--- src/hdl/psdl_pkg.sv ---
// ----------------------------------------------------------------------------
// psdl_pkg
// Shared types and constants of the plucked string delay line.
// ----------------------------------------------------------------------------
package psdl_pkg;

  localparam int DEFAULT_DELAY_DEPTH = 4096;
  localparam int DEFAULT_QUEUE_DEPTH = 4;

  localparam int SAMPLE_W  = 16;
  localparam int DAMP_W    = 16;
  localparam int RATE_W    = 18;
  localparam int PITCH_W   = 19;
  localparam int AMOUNT_W  = 16;
  localparam int CFG_W     = 19;
  localparam int CFG_IDX_W = 2;
  localparam int NUM_W     = 23;
  localparam int QUO_W     = NUM_W;
  localparam int DIV_CNT_W = $clog2(NUM_W);
  localparam int SPAN_W    = 13;

  localparam int MIN_LOOP_LENGTH = 2;

  localparam logic [CFG_IDX_W-1:0] CFG_RATE_HZ = 2'd0;
  localparam logic [CFG_IDX_W-1:0] CFG_PITCH   = 2'd1;
  localparam logic [CFG_IDX_W-1:0] CFG_DAMPING = 2'd2;

  localparam logic [RATE_W-1:0]   RATE_RESET   = 18'd48000;
  localparam logic [PITCH_W-1:0]  PITCH_RESET  = 19'd7040;
  localparam logic [AMOUNT_W-1:0] AMOUNT_RESET = 16'd59578;

  localparam logic [PITCH_W-1:0] PITCH_FLOOR = 19'd320;
  localparam logic [DAMP_W-1:0]  DAMP_BASE   = 16'd58982;
  localparam logic [SPAN_W-1:0]  DAMP_SPAN   = 13'd6488;
  localparam logic [DAMP_W-1:0]  DAMP_RESET  = 16'd64880;

  typedef enum logic {
    OP_TICK = 1'b0,
    OP_LOAD = 1'b1
  } op_t;

  typedef enum logic {
    FRONT_PASS,
    FRONT_DIV
  } front_state_t;

  typedef enum logic [1:0] {
    BACK_CLEAR,
    BACK_IDLE,
    BACK_READ,
    BACK_WRITE
  } back_state_t;

  typedef struct packed {
    op_t                        op;
    logic                       first;
    logic signed [SAMPLE_W-1:0] sample;
    logic [QUO_W-1:0]           quotient;
    logic [DAMP_W-1:0]          damping;
  } psdl_item_t;

endpackage

--- src/hdl/psdl_queue.sv ---
// ----------------------------------------------------------------------------
// psdl_queue
// Short item queue between the front and the back.
// ----------------------------------------------------------------------------
module psdl_queue import psdl_pkg::*; #(
  parameter int QUEUE_DEPTH = DEFAULT_QUEUE_DEPTH
) (
  input  logic       clk,
  input  logic       rst,
  input  logic       push,
  input  psdl_item_t push_item,
  output logic       full,
  input  logic       pop,
  output psdl_item_t head,
  output logic       empty
);

  localparam int PW = $clog2(QUEUE_DEPTH);
  localparam int CW = $clog2(QUEUE_DEPTH + 1);
  localparam logic [PW-1:0] LAST_PTR = PW'(QUEUE_DEPTH - 1);
  localparam logic [CW-1:0] FULL_CNT = CW'(QUEUE_DEPTH);

  psdl_item_t        entries [QUEUE_DEPTH];
  logic [PW-1:0]     rd_ptr;
  logic [PW-1:0]     wr_ptr;
  logic [CW-1:0]     count;
  logic              do_push;
  logic              do_pop;

  assign full    = count == FULL_CNT;
  assign empty   = count == '0;
  assign do_push = push && !full;
  assign do_pop  = pop && !empty;
  assign head    = entries[rd_ptr];

  always_ff @(posedge clk) begin
    if (rst) begin
      rd_ptr <= '0;
      wr_ptr <= '0;
      count  <= '0;
    end else begin
      if (do_push) begin
        wr_ptr <= (wr_ptr == LAST_PTR) ? '0 : wr_ptr + 1'b1;
      end
      if (do_pop) begin
        rd_ptr <= (rd_ptr == LAST_PTR) ? '0 : rd_ptr + 1'b1;
      end
      if (do_push && !do_pop) begin
        count <= count + 1'b1;
      end else if (do_pop && !do_push) begin
        count <= count - 1'b1;
      end
    end
  end

  always_ff @(posedge clk) begin
    if (do_push) begin
      entries[wr_ptr] <= push_item;
    end
  end

endmodule

--- config.mk ---
export PLATFORM = sky130hd
export DESIGN_NAME = psdl_queue
export DESIGN_NICKNAME = d
export VERILOG_FILES = /design/src/hdl/psdl_pkg.sv /design/src/hdl/psdl_queue.sv
export SDC_FILE = /design/constraint.sdc
export NUM_CORES = 1
export LEC_CHECK = 0
export ABC_AREA = 1
export BUFFER_PORTS_ARGS = -buffer_cell sky130_fd_sc_hd__buf_2
export CORE_ASPECT_RATIO = 0.9
export CORE_UTILIZATION = 57
export CTS_CLUSTER_SIZE = 20
export DETAILED_ROUTE_END_ITERATION = 7
export HOLD_SLACK_MARGIN = 0.05
export PLACE_DENSITY_LB_ADDON = 0.25
export SYNTH_ARGS = -nofsm -noshare
export SYNTH_HDL_FRONTEND = slang
export SYNTH_SLANG_ARGS = --single-unit
--- constraint.sdc ---
create_clock -name clk -period 7.8 [get_ports clk]
set_input_delay 0 -clock clk [delete_from_list [all_inputs] [get_ports clk]]
set_output_delay 0 -clock clk [all_outputs]
set_load 0.02 [all_outputs]
==> metrics.cfg, run 1 <==
[outcome]
status = finished clean

[setup_path]
cpMaxStageDelayCell = clkinv_2
crit_path_cell_trace = clkinv_2 > buf_4 > o21ai_0 > o22ai_1 > buf_2
cp.buffers_inverters = 3
cp_max_fo = 62
max_stage_delay_ns = 0.57
cp_data_required_time_ns = 7.80
crit_path_end_kind = output pin
path_class = reg2out
crit_arrival_ns = 2.82
rrSetupSlack_ns = 5.64
start_kind = register
cpLargestDelayFamily = buffers and inverters

[synthesis]
yosys.area.top_type = edfxtp_1
synth-seq-cells = 237
syn_area_per_cell_um2 = 14.37
synth_cells = 622
synth_nets = 690
synth_top_cells_by_area = edfxtp_1 77%, o21ai_0 6.0%, nor2_1 5.5%
synth.yosys.warnings = 0
yosysSeqAreaShare = 0.7861
synth_top_area_frac = 0.7660
synth_cell_types = 20
synth_area_um2 = 8939

[place]
port_buffers = 119
hpwlAfterDp_um = 9637
dp_cells = 914
gp_congestion = 0.7575

[timing]
fmax_mhz = 354.2
skew_ns = 0.008788
period_share = 0.3619
finalSetupViolCount = 0
rsz0062_at_grt = no
worst_slew_pin_slew_ns = 0.9703
report.final.slew_viol_count = 0
hold_violations = 0
tns_ns = 0
slew_headroom = 0.3532
min_period_ns = 2.823

[final_layout]
nFillCells = 1043
area_growth_pct = 23.46
stdcell_count = 1015
nets = 865
num_antenna_cells = 0
layout-drive-gt1-share = 0.2054
layout_common_cells = 228 x edfxtp_1, 127 x nor2_1, 119 x buf_2
layout_commonest_cell = edfxtp_1

[floorplanning]
core_area_um2 = 15390
std_cell_rows = 43
die_h_um = 120.8
die_w_um = 134
pin_count = 120
die-area_um2 = 16190
start_util = 0.5809

[global_routing]
grt_pass1_vias = 5631
grt_pass1_wl_um = 28140
grt_max_degree = 95
globalRouteOverflowTotal = 0
grt_usage = 0.2282
antenna_found_initial = 0

[route]
drt_iter0_drc = 464
routed_via_density = 5.608
wl_per_cell_um = 18.42
vias = 5692
finalWirelength_um = 18700
ant_nets = 0
firstDrtPassIters = 5
drcViolationCount = 0

[clock_tree]
tritoncts = done
htree_levels = 1
clock_latency_ns = 0.50
cts_root_buf = clkbuf_16
clkSinkCount = 237
path_clk_slew_ns = 0.06
clk_path_buf_depth = 3
cts_inserted_buffers = 23
cts-resized-gates = 0

[power]
ir_drop_uv = 310.1
p_per_area_nw_per_um2 = 352.0
power.leakage_nw = 3.970

[run]
drv_cap = 0

[worst_hold_path]
hold_class = in2reg

## per-stage QoR
step	power (mW)	area [um2]	setup WS [ns]	hold WS (ns)	utilization
after floorplan	2.385	8939	4.248	0.07238	-
after global placement	2.693	9648	5.678	0.1712	0.6270
after detailed placement	2.731	9648	5.585	0.1784	0.6270
after CTS	3.901	11040	5.036	0.1886	0.7172
after global routing	4.054	11040	4.814	0.1957	0.7172
final	3.885	11040	4.977	0.2033	0.7172
## cells in the mapped netlist, drive strengths merged
master	count
edfxtp	228
nor2	131
o21ai	115
o22ai	57
buf	20
inv	18
clkbuf	16
nand2	14
dfxtp	9
ha	6
a21oi	2
nand3b	2
fa	1
nand3	1
nand4	1
xor2	1
## flip-flops by register name, indices dropped and copies added (netlist names), named ones only
name,flops
count,3
entries,228
rd_ptr,2
wr_ptr,2
## cell families after synthesis
kind of cell               Yosys count  share of synthesized area
AOI/OAI and AO/OA                  174                     0.1054
adders and majority gates            7                    0.01064
DFF                                237                     0.7861
xor gates and xnor gates             1                  0.0009800
and+or+nand+nor                    149                    0.06383
buffers and inverters               54                    0.03304
## repair_timing
action | in CTS | in global routing
buffers inserted | 0 | 0
hold buffers | 60 | 0
endpoints found under the hold margin | 237 | 0
## final cells by class
class	count	area, um2	area share
Inverter	18	68.82	0.006236
Tap cell	202	252.7	0.02290
Clock inverter	15	200.2	0.01814
Clock buffer	26	586.8	0.05317
Timing Repair Buffer	186	1249	0.1132
Multi-Input combinational cell	331	1647	0.1492
Sequential cell	237	7032	0.6372
## power by group
group / leakage [nW] / internal, mW / switching [mW]
clock: 0.381 / 0.705 / 0.443
sequential: 2.16 / 1.56 / 0.0480
combinational: 1.42 / 0.334 / 0.800
## layer usage
| metal | wire length [um] | up-vias | global-route usage | share of wire |
|---|---|---|---|---|
| li1 | - | 2657 | - | - |
| met1 | 7669 | 2813 | 0.2940 | 0.41 |
| met2 | 9534 | 187 | 0.3889 | 0.51 |
| met3 | 1048 | 35 | 0.04151 | 0.056 |
| met4 | 448 | 0 | 0.08381 | 0.024 |
| met5 | 0 | - | 0 | 0 |
## tightest hold or removal path, cell delays in order
cell and delay [ns]:
dlygate4sd3_1 0.52, buf_2 0.10, nor2_1 0.04
## worst paths after layout
check / from / endpoint / cells after the start
worst max-delay path: register / head[11] / 5
worst min-delay path: rst / count[0] / 3
worst max register to register: count[1] / count[1] / 9
worst min register to register: wr_ptr[1] / wr_ptr[1] / 2
(Power assumes the default switching activity.)
==> run 2, diff against run 1 <==
==> constraint.sdc (replaced) <==
create_clock -name clk -period 2.7 [get_ports clk]
set_input_delay 0 -clock clk [delete_from_list [all_inputs] [get_ports clk]]
set_output_delay 0 -clock clk [all_outputs]
set_load 0.02 [all_outputs]
==> metrics.cfg, run 2 (synthesis results as in run 1) <==
[setup_path]
cp.buffers_inverters = 3  ; unchanged
path_class = reg2out  ; unchanged
crit_path_cell_trace = clkinv_2 > buf_12 > o21ai_0 > o22ai_1 > buf_2  ; was clkinv_2 > buf_4 > o21ai_0 > o22ai_1 > buf_2
crit_path_end_kind = output pin  ; unchanged
cpMaxStageDelayCell = dfxtp_4  ; was clkinv_2
start_kind = register  ; unchanged
cpLargestDelayFamily = buffers and inverters  ; unchanged
cp_data_required_time_ns = 2.70  ; was 7.80 ns
cp_max_fo = 108  ; was 62
max_stage_delay_ns = 0.71  ; was 0.57 ns
crit_arrival_ns = 2.33  ; was 2.82 ns

[final_layout]
stdcell_count = 1023  ; was 1015
area_growth_pct = 23.66  ; was 23.46%
layout_common_cells = 228 x edfxtp_1, 127 x nor2_1, 119 x buf_2  ; unchanged
largest_reg_flops = 228  ; unchanged
nFillCells = 1038  ; was 1043
design_area_um2 = 11050  ; was 11040 um2
final_util = 0.7183  ; was 0.7172
layout-drive-gt1-share = 0.2046  ; was 0.2054
num_antenna_cells = 0  ; unchanged
reg_top3 = entries x228, count x3  ; unchanged
regMostFlops = entries  ; unchanged
nets = 872  ; was 865
layout_commonest_cell = edfxtp_1  ; unchanged

[global_routing]
grt_pass1_wl_um = 28620  ; was 28140 um
grt_max_degree = 109  ; was 95
grt_usage = 0.2305  ; was 0.2282
grt_pass1_vias = 5690  ; was 5631
globalRouteOverflowTotal = 0  ; unchanged
antenna_found_initial = 0  ; unchanged

[route]
vias = 5728  ; was 5692
wl_per_cell_um = 18.01  ; was 18.42 um
drcViolationCount = 0  ; unchanged
routed_via_density = 5.599  ; was 5.608
firstDrtPassIters = 4  ; was 5
finalWirelength_um = 18420  ; was 18700 um
drt_iter0_drc = 453  ; was 464
ant_nets = 0  ; unchanged

[timing]
finalSetupViolCount = 0  ; unchanged
hold_violations = 0  ; unchanged
setup_ws_ns = 0.3745  ; was 4.977 ns
worst_slew_pin_slew_ns = 0.6189  ; was 0.9703 ns
rsz0062_at_grt = no  ; unchanged
min_period_ns = 2.325
slew_headroom = 0.5874  ; was 0.3532
report.final.slew_viol_count = 0  ; unchanged
skew_ns = 0.005398  ; was 0.008788 ns
fmax_mhz = 430.0
period_share = 0.8613

[clock_tree]
htree_levels = 1  ; unchanged
postCtsHoldBufs = 60  ; unchanged
postCtsSetupRepairBufs = 0  ; unchanged
path_clk_slew_ns = 0.06  ; about the same
clk_path_buf_depth = 3  ; unchanged
cts_inserted_buffers = 24  ; was 23
tritoncts = done  ; unchanged
cts-resized-gates = 0  ; unchanged
cts_root_buf = clkbuf_16  ; unchanged
clock_latency_ns = 0.50  ; about the same
clkSinkCount = 237  ; unchanged

[floorplanning]
core_area_um2 = 15390  ; unchanged
std_cell_rows = 43  ; unchanged
die_w_um = 134  ; unchanged
die_h_um = 120.8  ; unchanged
start_util = 0.5809  ; unchanged
die-area_um2 = 16190  ; unchanged
pin_count = 120  ; unchanged

[power]
p_per_area_nw_per_um2 = 991.5  ; was 352.0 nW/um2
power.leakage_nw = 3.981  ; was 3.970 nW
swShare = 0.3353  ; was 0.3322
p_sw_mw = 3.674  ; was 1.291 mW
power_frac_seq = 0.427  ; was 0.413
ir_drop_uv = 708.1  ; was 310.1 uV
comb_power_share = 0.297  ; was 0.292
clkPwrFrac = 0.276  ; was 0.295
p_int_mw = 7.285  ; was 2.594 mW

[place]
dp_cells = 920  ; was 914
place_ws_ns = 0.5409  ; was 5.585 ns
hpwlAfterDp_um = 9823  ; was 9637 um
port_buffers = 119  ; unchanged
placed_area_um2 = 9731  ; was 9648 um2
gp_congestion = 0.7736  ; was 0.7575

[run]
drv_cap = 0  ; unchanged

[worst_hold_path]
hold_class = in2reg  ; unchanged

[outcome]
status = finished clean  ; unchanged

## run 2: layout make-up
type | instances | area [um2] | share of cell area
timing repair buffer | 192 | 1331 | 0.1204
multi-input combinational | 331 | 1647 | 0.1490
sequential | 237 | 7032 | 0.6362
tap | 202 | 252.7 | 0.02287
clock inverter | 9 | 62.56 | 0.005660
clock buffer | 34 | 659.4 | 0.05966
inverter | 18 | 68.82 | 0.006226
## run 2: stage by stage
| stage | total power, mW | hold WS (ns) | setup TNS [ns] |
|---|---|---|---|
| 5_1_grt | 11.48 | 0.2128 | 0 |
| 4_1_cts | 11.03 | 0.1958 | 0 |
| 6_report | 10.96 | 0.2200 | 0 |
| 3_5_place_dp | 7.936 | 0.1864 | 0 |
| 2_1_floorplan | 6.889 | 0.07238 | -194.36 |
| 3_3_place_gp | 7.816 | 0.1772 | 0 |
## run 2: routing by layer
| metal | global-route usage | vias up | part of all wire |
|---|---|---|---|
| met5 | 0 | - | 0 |
| met4 | 0.07102 | 0 | 0.013 |
| met3 | 0.04864 | 23 | 0.067 |
| met2 | 0.3863 | 194 | 0.49 |
| met1 | 0.3041 | 2834 | 0.43 |
| li1 | - | 2677 | - |
## run 2: final timing paths
| path | from | to | slack, ns | depth (start not counted) |
|---|---|---|---|---|
| setup / recovery | register | head[43] | 0.37 | 5 |
| hold / removal | rst | count[0] | 0.22 | 3 |
| setup reg to reg | count[1] | count[2] | 0.50 | 13 |
| hold reg to reg | rd_ptr[1] | register | 0.54 | 2 |
## run 2: worst register-to-register path, stage by stage, from the launching register on
cell	delay, ns
dfxtp_1	0.40
nor2_1	0.09
nand2_1	0.13
nand2_1	0.30
inv_1	0.14
ha_1	0.18
inv_1	0.07
fa_1	0.40
inv_1	0.08
nand2_1	0.07
nand3_1	0.11
nand2_1	0.07
inv_1	0.05
nor2_1	0.04
## run 2: power by group through the flow
stage / Clock, mW / Sequential (mW) / Combinational (mW)
floorplan: 0 / 4.68 / 2.21
global placement: 0 / 4.73 / 3.09
detailed placement: 0 / 4.75 / 3.19
CTS: 3.08 / 4.68 / 3.28
global route: 3.23 / 4.71 / 3.54
finish: 3.03 / 4.68 / 3.25
