==> src/hdl/psdl_pkg.sv <==
// ----------------------------------------------------------------------------
// psdl_pkg
// Shared types and constants of the plucked string delay line.
// ----------------------------------------------------------------------------
package psdl_pkg;

  localparam int DEFAULT_DELAY_DEPTH = 4096;
  localparam int DEFAULT_QUEUE_DEPTH = 4;

  localparam int SAMPLE_W  = 16;
  localparam int DAMP_W    = 16;
  localparam int RATE_W    = 18;
  localparam int PITCH_W   = 19;
  localparam int AMOUNT_W  = 16;
  localparam int CFG_W     = 19;
  localparam int CFG_IDX_W = 2;
  localparam int NUM_W     = 23;
  localparam int QUO_W     = NUM_W;
  localparam int DIV_CNT_W = $clog2(NUM_W);
  localparam int SPAN_W    = 13;

  localparam int MIN_LOOP_LENGTH = 2;

  localparam logic [CFG_IDX_W-1:0] CFG_RATE_HZ = 2'd0;
  localparam logic [CFG_IDX_W-1:0] CFG_PITCH   = 2'd1;
  localparam logic [CFG_IDX_W-1:0] CFG_DAMPING = 2'd2;

  localparam logic [RATE_W-1:0]   RATE_RESET   = 18'd48000;
  localparam logic [PITCH_W-1:0]  PITCH_RESET  = 19'd7040;
  localparam logic [AMOUNT_W-1:0] AMOUNT_RESET = 16'd59578;

  localparam logic [PITCH_W-1:0] PITCH_FLOOR = 19'd320;
  localparam logic [DAMP_W-1:0]  DAMP_BASE   = 16'd58982;
  localparam logic [SPAN_W-1:0]  DAMP_SPAN   = 13'd6488;
  localparam logic [DAMP_W-1:0]  DAMP_RESET  = 16'd64880;

  typedef enum logic {
    OP_TICK = 1'b0,
    OP_LOAD = 1'b1
  } op_t;

  typedef enum logic {
    FRONT_PASS,
    FRONT_DIV
  } front_state_t;

  typedef enum logic [1:0] {
    BACK_CLEAR,
    BACK_IDLE,
    BACK_READ,
    BACK_WRITE
  } back_state_t;

  typedef struct packed {
    op_t                        op;
    logic                       first;
    logic signed [SAMPLE_W-1:0] sample;
    logic [QUO_W-1:0]           quotient;
    logic [DAMP_W-1:0]          damping;
  } psdl_item_t;

endpackage

==> src/hdl/psdl_in_if.sv <==
// ----------------------------------------------------------------------------
// psdl_in_if
// Input channel: tick and excitation load items.
// ----------------------------------------------------------------------------
interface psdl_in_if import psdl_pkg::*; ();
  logic                       valid;
  logic                       ready;
  logic                       operation;
  logic                       first_of_excitation;
  logic signed [SAMPLE_W-1:0] excitation_sample;

  modport source (
    output valid, operation, first_of_excitation, excitation_sample,
    input  ready
  );

  modport sink (
    input  valid, operation, first_of_excitation, excitation_sample,
    output ready
  );
endinterface

==> src/hdl/psdl_div.sv <==
// ----------------------------------------------------------------------------
// psdl_div
// Restoring divider for the loop length, one quotient bit per cycle.
// ----------------------------------------------------------------------------
module psdl_div import psdl_pkg::*; (
  input  logic               clk,
  input  logic               rst,
  input  logic               start,
  input  logic [NUM_W-1:0]   num,
  input  logic [PITCH_W-1:0] den,
  output logic               busy,
  output logic [QUO_W-1:0]   quo
);

  logic [DIV_CNT_W-1:0] cnt;
  logic [PITCH_W-1:0]   rem;
  logic [PITCH_W-1:0]   divisor;
  logic [NUM_W-1:0]     numsh;
  logic [PITCH_W:0]     trial;
  logic [PITCH_W:0]     diff;
  logic                 ge;

  assign trial = {rem, numsh[NUM_W-1]};
  assign ge    = trial >= {1'b0, divisor};
  assign diff  = trial - {1'b0, divisor};

  always_ff @(posedge clk) begin
    if (rst) begin
      busy <= 1'b0;
      cnt  <= '0;
    end else if (start) begin
      busy <= 1'b1;
      cnt  <= DIV_CNT_W'(NUM_W - 1);
    end else if (busy) begin
      if (cnt == '0) begin
        busy <= 1'b0;
      end else begin
        cnt <= cnt - 1'b1;
      end
    end
  end

  always_ff @(posedge clk) begin
    if (start) begin
      rem     <= '0;
      numsh   <= num;
      divisor <= den;
    end else if (busy) begin
      rem   <= ge ? diff[PITCH_W-1:0] : trial[PITCH_W-1:0];
      numsh <= {numsh[NUM_W-2:0], 1'b0};
      quo   <= {quo[QUO_W-2:0], ge};
    end
  end

endmodule

==> src/hdl/psdl_front.sv <==
// ----------------------------------------------------------------------------
// psdl_front
// Accepts items, holds the registers, works out length and damping on a pluck.
// ----------------------------------------------------------------------------
module psdl_front import psdl_pkg::*; (
  input  logic                 clk,
  input  logic                 rst,
  psdl_in_if.sink              request,
  input  logic                 cfg_write,
  input  logic [CFG_IDX_W-1:0] cfg_index,
  input  logic [CFG_W-1:0]     cfg_data,
  input  logic                 clear_busy,
  input  logic                 q_full,
  output logic                 push,
  output psdl_item_t           push_item
);

  front_state_t               state;
  front_state_t               state_next;
  logic [RATE_W-1:0]          rate_hz;
  logic [PITCH_W-1:0]         pitch;
  logic [AMOUNT_W-1:0]        amount;
  logic                       held_valid;
  op_t                        held_op;
  logic                       held_first;
  logic signed [SAMPLE_W-1:0] held_sample;
  logic [DAMP_W-1:0]          held_damp;
  logic                       accept;
  logic                       start;
  logic                       div_busy;
  logic [QUO_W-1:0]           div_quo;
  logic [PITCH_W-1:0]         den;
  logic [NUM_W-1:0]           num;
  logic [AMOUNT_W+SPAN_W-1:0] damp_prod;
  logic [DAMP_W-1:0]          damp_calc;

  assign den       = (pitch > PITCH_FLOOR) ? pitch : PITCH_FLOOR;
  assign num       = {1'b0, rate_hz, 4'b0000} + NUM_W'(den[PITCH_W-1:1]);
  assign damp_prod = amount * DAMP_SPAN;
  assign damp_calc = DAMP_BASE + DAMP_W'(damp_prod[AMOUNT_W+SPAN_W-1:AMOUNT_W]);
  assign accept    = request.valid && request.ready;
  assign start     = accept && (op_t'(request.operation) == OP_LOAD)
                     && request.first_of_excitation;

  psdl_div u_div (
    .clk   (clk),
    .rst   (rst),
    .start (start),
    .num   (num),
    .den   (den),
    .busy  (div_busy),
    .quo   (div_quo)
  );

  always_comb begin
    state_next = state;
    case (state)
      FRONT_PASS: begin
        if (start) begin
          state_next = FRONT_DIV;
        end
      end
      FRONT_DIV: begin
        if (!div_busy) begin
          state_next = FRONT_PASS;
        end
      end
      default: state_next = FRONT_PASS;
    endcase
  end

  always_comb begin
    request.ready = 1'b0;
    push          = 1'b0;
    case (state)
      FRONT_PASS: begin
        request.ready = !clear_busy && (!held_valid || !q_full);
        push          = held_valid && !q_full;
      end
      FRONT_DIV: begin
        request.ready = 1'b0;
        push          = 1'b0;
      end
      default: begin
        request.ready = 1'b0;
        push          = 1'b0;
      end
    endcase
  end

  assign push_item.op       = held_op;
  assign push_item.first    = held_first;
  assign push_item.sample   = held_sample;
  assign push_item.quotient = div_quo;
  assign push_item.damping  = held_damp;

  always_ff @(posedge clk) begin
    if (rst) begin
      state      <= FRONT_PASS;
      held_valid <= 1'b0;
      rate_hz    <= RATE_RESET;
      pitch      <= PITCH_RESET;
      amount     <= AMOUNT_RESET;
    end else begin
      state <= state_next;
      if (accept) begin
        held_valid <= 1'b1;
      end else if (push) begin
        held_valid <= 1'b0;
      end
      if (cfg_write) begin
        case (cfg_index)
          CFG_RATE_HZ: rate_hz <= cfg_data[RATE_W-1:0];
          CFG_PITCH:   pitch   <= cfg_data[PITCH_W-1:0];
          CFG_DAMPING: amount  <= cfg_data[AMOUNT_W-1:0];
          default: ;
        endcase
      end
    end
  end

  always_ff @(posedge clk) begin
    if (accept) begin
      held_op     <= op_t'(request.operation);
      held_first  <= request.first_of_excitation;
      held_sample <= request.excitation_sample;
      held_damp   <= damp_calc;
    end
  end

endmodule

==> src/flat_wrapper.sv <==
// flat-port wrapper written by rule: the top's interface ports become plain ports
module psdl_front_flat import psdl_pkg::*;
  (clk, rst, cfg_write, cfg_index, cfg_data, clear_busy, q_full, push, push_item, request_valid, request_operation, request_first_of_excitation, request_excitation_sample, request_ready);
  psdl_in_if request_i ();
  input  logic clk;
  input  logic rst;
  input  logic cfg_write;
  input  logic [CFG_IDX_W-1:0] cfg_index;
  input  logic [CFG_W-1:0] cfg_data;
  input  logic clear_busy;
  input  logic q_full;
  output logic push;
  output psdl_item_t push_item;
  input wire logic [$bits(request_i.valid)-1:0] request_valid;
  input wire logic [$bits(request_i.operation)-1:0] request_operation;
  input wire logic [$bits(request_i.first_of_excitation)-1:0] request_first_of_excitation;
  input wire logic [$bits(request_i.excitation_sample)-1:0] request_excitation_sample;
  output wire logic [$bits(request_i.ready)-1:0] request_ready;
  assign request_i.valid = request_valid;
  assign request_i.operation = request_operation;
  assign request_i.first_of_excitation = request_first_of_excitation;
  assign request_i.excitation_sample = request_excitation_sample;
  assign request_ready = request_i.ready;
  psdl_front u_core (.clk(clk), .rst(rst), .request(request_i), .cfg_write(cfg_write), .cfg_index(cfg_index), .cfg_data(cfg_data), .clear_busy(clear_busy), .q_full(q_full), .push(push), .push_item(push_item));
endmodule
==> config.mk <==
export PLATFORM = sky130hd
export DESIGN_NAME = psdl_front_flat
export DESIGN_NICKNAME = d
export VERILOG_FILES = /design/src/hdl/psdl_pkg.sv /design/src/hdl/psdl_in_if.sv /design/src/hdl/psdl_div.sv /design/src/hdl/psdl_front.sv /design/src/flat_wrapper.sv
export SDC_FILE = /design/constraint.sdc
export NUM_CORES = 1
export LEC_CHECK = 0
export ABC_AREA = 1
export BUFFER_PORTS_ARGS = -buffer_cell sky130_fd_sc_hd__buf_2
export CORE_ASPECT_RATIO = 1.1
export CORE_MARGIN = 2
export CORE_UTILIZATION = 42
export CTS_CLUSTER_SIZE = 10
export DETAILED_ROUTE_END_ITERATION = 7
export GPL_TIMING_DRIVEN = 0
export SLEW_MARGIN = 20
export SYNTH_ARGS = -nofsm -noshare
export SYNTH_HDL_FRONTEND = slang
export SYNTH_SLANG_ARGS = --single-unit
==> constraint.sdc <==
create_clock -name clk -period 7.85 [get_ports clk]
set_input_delay 1.57 -clock clk [delete_from_list [all_inputs] [get_ports clk]]
set_output_delay 1.57 -clock clk [all_outputs]
set_load 0.02 [all_outputs]
==> impl_metrics.yaml, run 1 <==
synthesis:
  synth_top_area_cell: "edfxtp_1"
  yosysWarnings: 0
  syn-num-nets: 1671
  synth_cell_types: 47
  synth_top_area_frac: 0.243
  synthArstFlopShare: 0
  synthTopCellsByArea: "edfxtp_1 24%, ha_1 14%, dfxtp_1 13%, nand2_1 9.9%, fa_1 7.5%"
  synth_seq_cells: 178
  ys_dominant_reg_cell: "edfxtp_1"
  syn_area_mm2: 0.0121
  seq_area_frac_synth: 0.376
  synth_edf_count: 98
  avgSynthCellArea_um2: 8.38
  synthCells: 1443
setup_path:
  path_class: "flop to flop"
  critPathRequiredTime_ns: 8.05
  arrival_ns: 5.69
  crit_fanout: 7
  cp-end-kind: "flop"
  crit_path_start_kind: "flop"
die:
  num_rows: 65
  start_util: 0.424
  core_area_mm2: 0.0285
  dieArea_mm2: 0.0302
  die_x_um: 166
  ios: 104
  die-height_um: 182
sta:
  slew_violations: 0
  setup_viol: 0
  layout_min_cycle_time_ns: 5.49
  fmax_ghz: 0.182
  skew_ns: 0.0165
  hold_viol: 0
  hold_ws_ns: 0.449
  rsz0062_at_grt: "false"
  relSlewSlack: 0.382
  setup_tns_ns: 0
  tightest_slew_ns: 0.926
  period_share: 0.700
layout:
  instances_no_fill: 1948
  nets: 1793
  area_delta_synth_final_pct: 12.8
  layout-drive-gt1-share: 0.122
clock_tree:
  cts.sinks: 178
  tritoncts: "built"
  postCtsSetupRepairBufs: 0
  cts_htree_levels: 4
  path_clk_slew_ns: 0.08
  cts_resized: 0
  cts_buffers: 17
  clockBufferDepth: 2
  cts.root.buffer_cell: "clkbuf_16"
  clk_latency_ns: 0.44
  hold_buffers: 0
drt:
  drc: 0
  vias_per_cell: 4.83
  first_pass_iters: 4
  post_drt_wl_per_cell_um: 14.0
  drt_iter0_drc: 406
  num_vias: 9412
  wirelength_um: 27300
  ant_nets: 0
global_routing:
  grt_pass1_wl_um: 46300
  grt_antenna_before_repair: 3
  grt_max_degree: 35
  track_usage: 0.189
  grt_pass1_vias: 9657
  overflow: 0
min_path:
  hp-class: "flop to flop"
status:
  status: "complete, no violations"
placement:
  port_buffers: 103
  post-dp-hpwl_um: 22400
  dp_cells: 1914
  finalWeightedCongestion: 0.892
job:
  drv_cap: 0
power_and_ir_drop:
  ir_drop_uv: 349
  p_leak_nw: 6.64
  power_density_mw_per_mm2: 323
[kinds of logic after synthesis]
| logic type | share of synthesized area |
|---|---|
| fa+ha+maj | 0.217 |
| flops | 0.376 |
| simple gates | 0.197 |
| compound gates | 0.0890 |
| xor+xnor | 0.0318 |
| buf+inv | 0.0894 |
[area by class of cell]
class                   count  area (µm²)
clock inverters            15         136
diodes                      2        5.00
inverters                 245         920
fillers                  2807       14900
clock buffers              17         425
multi-input cells         983        6470
flip-flops and latches    178        4540
repair buffers            103         515
well taps                 368         460
plain buffers              37         163
[report_power, final]
| group | internal (W) | total (W) | switching (W) |
|---|---|---|---|
| Clock | 0.000421 | 0.000826 | 0.000405 |
| Combinational | 0.000841 | 0.00240 | 0.00156 |
| Sequential | 0.00115 | 0.00118 | 0.0000319 |
| Total | 0.00241 | 0.00441 | 0.00200 |
[sequential cells by signal, indices dropped and copies added (netlist names), 5 cells and up]
signal	count
u_core.u_div.numsh	23
u_core.u_div.quo	23
u_core.pitch	19
u_core.u_div.divisor	19
u_core.u_div.rem	19
u_core.rate_hz	18
u_core.amount	16
u_core.held_sample	16
u_core.held_damp	15
u_core.u_div.cnt	5
[cell usage after synthesis (all sizes together) (4+ instances only)]
cell type	instances
a21oi	76
buf	9
clkbuf	28
dfxtp	80
edfxtp	98
fa	45
ha	138
inv	243
nand2	335
nand3	59
nand3b	6
nand4	9
nor2	130
nor3	13
nor4	4
o211ai	9
o21ai	95
o21bai	4
xnor2	16
xor2	27
[path summary, 6_finish.rpt]
check / cells past startpoint / slack [ns] / start / to
max: 22 / 2.36 / u_core.amount[5] / u_core.held_damp[11]
min: 0 / 0.45 / u_core.u_div.quo[7] / u_core.u_div.quo[8]
max reg2reg: 22 / 2.36 / u_core.amount[5] / u_core.held_damp[11]
min reg2reg: 0 / 0.45 / u_core.u_div.quo[7] / u_core.u_div.quo[8]
[routing by layer]
layer,share of wire,track usage,wire length (µm),vias up
met5,0.00048,0,13,-
met4,0.024,0.0671,648,2
met3,0.025,0.0310,674,45
met2,0.52,0.356,14300,114
met1,0.43,0.215,11700,4357
li1,-,-,-,4894
[stage by stage]
step | utilization | cell area, µm² | worst slack (ns) | power (W)
final | 0.478 | 13600 | 2.36 | 0.00441
after global routing | 0.477 | 13600 | 2.00 | 0.00483
after CTS | 0.477 | 13600 | 2.35 | 0.00445
after detailed placement | 0.458 | 13100 | 2.40 | 0.00361
after global placement | 0.458 | 13100 | 2.37 | 0.00359
after floorplan | - | 12100 | 2.98 | 0.00306
[cell usage in the layout, fill, tap and decap left out, types with 4 or more instances in the layout]
cell       instances
a21oi_1           72
a21oi_2            4
buf_2            106
buf_4              5
clkbuf_1          27
clkbuf_16         17
clkinv_4           4
dfxtp_1           80
edfxtp_1          98
fa_1              45
ha_1             138
inv_1            238
inv_2              5
inv_6              6
inv_8              4
nand2_1          318
nand2_2           17
nand3_1           54
nand3_2            5
nand3b_1           6
nand4_1            7
nor2_1           122
nor2_2             6
nor3_1            12
nor4_1             4
o211ai_1           8
o21ai_0           83
o21ai_1           10
o21bai_1           4
xnor2_1           16
xor2_1            26
[worst max-delay path: stages (launching register included)]
cell,delay [ns]
dfxtp_1,0.60
ha_1,0.34
fa_1,0.50
fa_1,0.53
fa_1,0.54
inv_1,0.05
fa_1,0.50
inv_1,0.04
ha_1,0.35
nand2_2,0.16
inv_2,0.05
a21oi_2,0.14
nand2_1,0.10
a21oi_2,0.12
xor2_1,0.43
ha_1,0.22
inv_1,0.06
nand3_2,0.09
nand3_1,0.13
nand2_2,0.12
nand2_1,0.07
nand2_1,0.06
nand2_1,0.04
Power figures use the tool's default switching activity.
==> run 2, diff against run 1 <==
--- a/config.mk
+++ b/config.mk
@@ -5,7 +5,7 @@
 export SDC_FILE = /design/constraint.sdc
 export NUM_CORES = 1
 export LEC_CHECK = 0
-export ABC_AREA = 1
+export ABC_AREA = 0
 export BUFFER_PORTS_ARGS = -buffer_cell sky130_fd_sc_hd__buf_2
 export CORE_ASPECT_RATIO = 1.1
 export CORE_MARGIN = 2
==> constraint.sdc (replaced) <==
create_clock -name clk -period 5.5 [get_ports clk]
set_input_delay 1.1 -clock clk [delete_from_list [all_inputs] [get_ports clk]]
set_output_delay 1.1 -clock clk [all_outputs]
set_load 0.02 [all_outputs]
==> run 2 against run 1 <==
Against the previous run:
- global-route usage fell by 0.38 points
- largest cell class unchanged
- sequential power rose by 44%
- synthesized area fell by 5.3%
- non-clock buffer count rose by 44
- sequential cell count did not move
- sequential share of layout area fell by 0.39 points
- clock power rose by 45%
- register-to-register slack got worse by 2.3 ns
- routed wire length fell by 4.0%
==> impl_metrics.yaml, run 2 <==
sta:
  rsz0062_at_grt: "true"
  layout_min_cycle_time_ns: 5.47
  hold_viol: 0
  setup_viol: 0
  period_share: 0.995
  slew_violations: 0
  skew_ns: 0.0125
  setup_tns_ns: 0
  tightest_slew_ns: 1.09
  fmax_ghz: 0.183
  fin_ws_ns: 0.0256
  relSlewSlack: 0.270
synthesis:
  ys_top_cells_by_count: "163 x nand2_1, 139 x inv_1, 138 x ha_1"
  synth_top_area_frac: 0.257
  seq_area_frac_synth: 0.397
  avgSynthCellArea_um2: 9.91
  syn-num-nets: 1384
  synthTopCellsByArea: "edfxtp_1 26%, ha_1 15%, dfxtp_1 14%, fa_1 7.9%, nand2_1 5.3%"
  synth_seq_cells: 178
  synthCells: 1156
  synthArstFlopShare: 0
  synth_edf_count: 98
  synth_cell_types: 64
  syn_area_mm2: 0.0115
  yosysWarnings: 0
  synth_top_area_cell: "edfxtp_1"
  yosysMostFrequentCell: "nand2_1"
  ys_dominant_reg_cell: "edfxtp_1"
die:
  start_util: 0.426
  dieArea_mm2: 0.0286
  die-height_um: 177
  ios: 104
  die_x_um: 161
  core_area_mm2: 0.0269
  num_rows: 63
setup_path:
  path_buf_inv: 2
  crit_fanout: 6
  crit_path_start_kind: "flop"
  critPathRequiredTime_ns: 5.69
  path_cells: "ha_4 > fa_2 > fa_1 > fa_1 > inv_1 > fa_1 > inv_2 > ha_4 > and4_4 > nand4_1 > o211ai_1 > a2111oi_4 > or3b_4 > or4_4 > a21oi_2 > nor3_2 > xor2_1"
  arrival_ns: 5.66
  critPathMostFrequentCell: "fa_1"
  slowest_delay_ns: 0.52
  cp_slowest_cell: "or4_4"
  crit_family: "adder cells"
  path_class: "flop to flop"
  cp-end-kind: "flop"
power_and_ir_drop:
  power_density_mw_per_mm2: 489
  ir_drop_uv: 928
  power_frac_seq: 0.250
  p_int_w: 0.00421
  power.share.switching: 0.381
  p_switching_w: 0.00260
  power_frac_comb: 0.574
  power.total_w: 0.00681
  pwr-share-clk: 0.176
  p_leak_nw: 6.07
clock_tree:
  tritoncts: "built"
  clk_latency_ns: 0.44
  cts_htree_levels: 4
  clockBufferDepth: 2
  cts_buffers: 17
  cts.root.buffer_cell: "clkbuf_16"
  cts.sinks: 178
  path_clk_slew_ns: 0.07
placement:
  post-dp-hpwl_um: 19700
  port_buffers: 102
  pre_cts_ws_ns: -0.571
  finalWeightedCongestion: 0.845
  dp_cells: 1615
drt:
  post_drt_wl_per_cell_um: 15.5
  wirelength_um: 26200
  drc: 0
  drt_iter0_drc: 418
  num_vias: 8495
  ant_nets: 0
  vias_per_cell: 5.04
  first_pass_iters: 4
layout:
  nets: 1545
  layout_commonest_cell: "nand2_1"
  n_antenna_cell: 0
  multi_input_area_mm2: 0.00680
  fillers: 2451
  layout-drive-gt1-share: 0.221
  area_delta_synth_final_pct: 21.6
  regArea_mm2: 0.00459
  reg.largest.list: "u_core.u_div.numsh x23, u_core.u_div.quo x23"
  instances_no_fill: 1687
  final_cell_mix: "162 x nand2_1, 124 x inv_1, 110 x ha_1"
global_routing:
  grt_pass1_vias: 8529
  grt_antenna_before_repair: 0
  grt_pass1_wl_um: 41900
  grt_max_degree: 35
  overflow: 0
  track_usage: 0.185
min_path:
  hp-class: "flop to flop"
status:
  status: "complete, no violations"
job:
  drv_cap: 0
-- run 2: cell count changes after synthesis, moves of 17 or more --
| cell | delta |
|---|---|
| mux2i_1 | +18 |
| nand3_1 | -40 |
| nand2_2 | -17 |
| o21ai_0 | -33 |
| nand2_1 | -155 |
| inv_1 | -100 |
| nor2_1 | -82 |
-- run 2: power groups by stage --
stage	Clock, W	Combinational [W]	Sequential [W]
after global placement	0	0.00266	0.00173
after floorplan	0	0.00206	0.00179
final	0.00120	0.00391	0.00170
after CTS	0.00122	0.00318	0.00170
after detailed placement	0	0.00269	0.00173
after global routing	0.00127	0.00428	0.00172
-- run 2: worst paths after layout --
kind                             from              endpoint  slack [ns]  cells past startpoint
setup reg to reg     u_core.amount[1]  u_core.held_damp[12]        0.03                     17
hold / removal    u_core.u_div.quo[1]   u_core.u_div.quo[2]        0.44                      0
setup / recovery     u_core.amount[1]  u_core.held_damp[12]        0.03                     17
hold reg to reg   u_core.u_div.quo[1]   u_core.u_div.quo[2]        0.44                      0
-- run 2: layout make-up --
class / count / share of cell area
Buffer: 42 / 0.0131
Clock buffer: 19 / 0.0311
Clock inverter: 13 / 0.00979
Inverter: 139 / 0.0376
Multi-Input combinational cell: 797 / 0.488
Sequential cell: 178 / 0.329
Tap cell: 357 / 0.0321
Timing Repair Buffer: 142 / 0.0590
-- run 2: layer usage --
layer	vias up	share of wire	GRT usage
li1	4301	-	-
met1	4059	0.44	0.215
met2	107	0.52	0.347
met3	28	0.020	0.0260
met4	0	0.018	0.0662
met5	-	0	0
-- run 2: per-stage QoR --
stage          hold WS (ns)  utilization  cell area, µm²
2_1_floorplan         0.439            -           11500
3_3_place_gp          0.429        0.462           12400
3_5_place_dp          0.433        0.462           12400
4_1_cts               0.451        0.496           13300
5_1_grt               0.462        0.518           13900
6_report              0.444        0.518           13900
-- run 2: cells by family (layout without fill, tap and decap cells) --
| logic type | Yosys count | after routing | synth area share |
|---|---|---|---|
| xor+xnor | 51 | 51 | 0.0390 |
| mux | 23 | 23 | 0.0207 |
| compound gates | 222 | 222 | 0.122 |
| flops | 178 | 178 | 0.397 |
| fa+ha+maj | 183 | 183 | 0.229 |
| simple gates | 318 | 318 | 0.131 |
| buf+inv | 181 | 355 | 0.0609 |
-- run 2: timing repair --
action	CTS	global route
hold buffers	0	0
setup endpoints to repair	10	8
hold endpoints to repair	0	0
buffers inserted	11	29
gates resized for setup	67	62
pin swaps	24	66
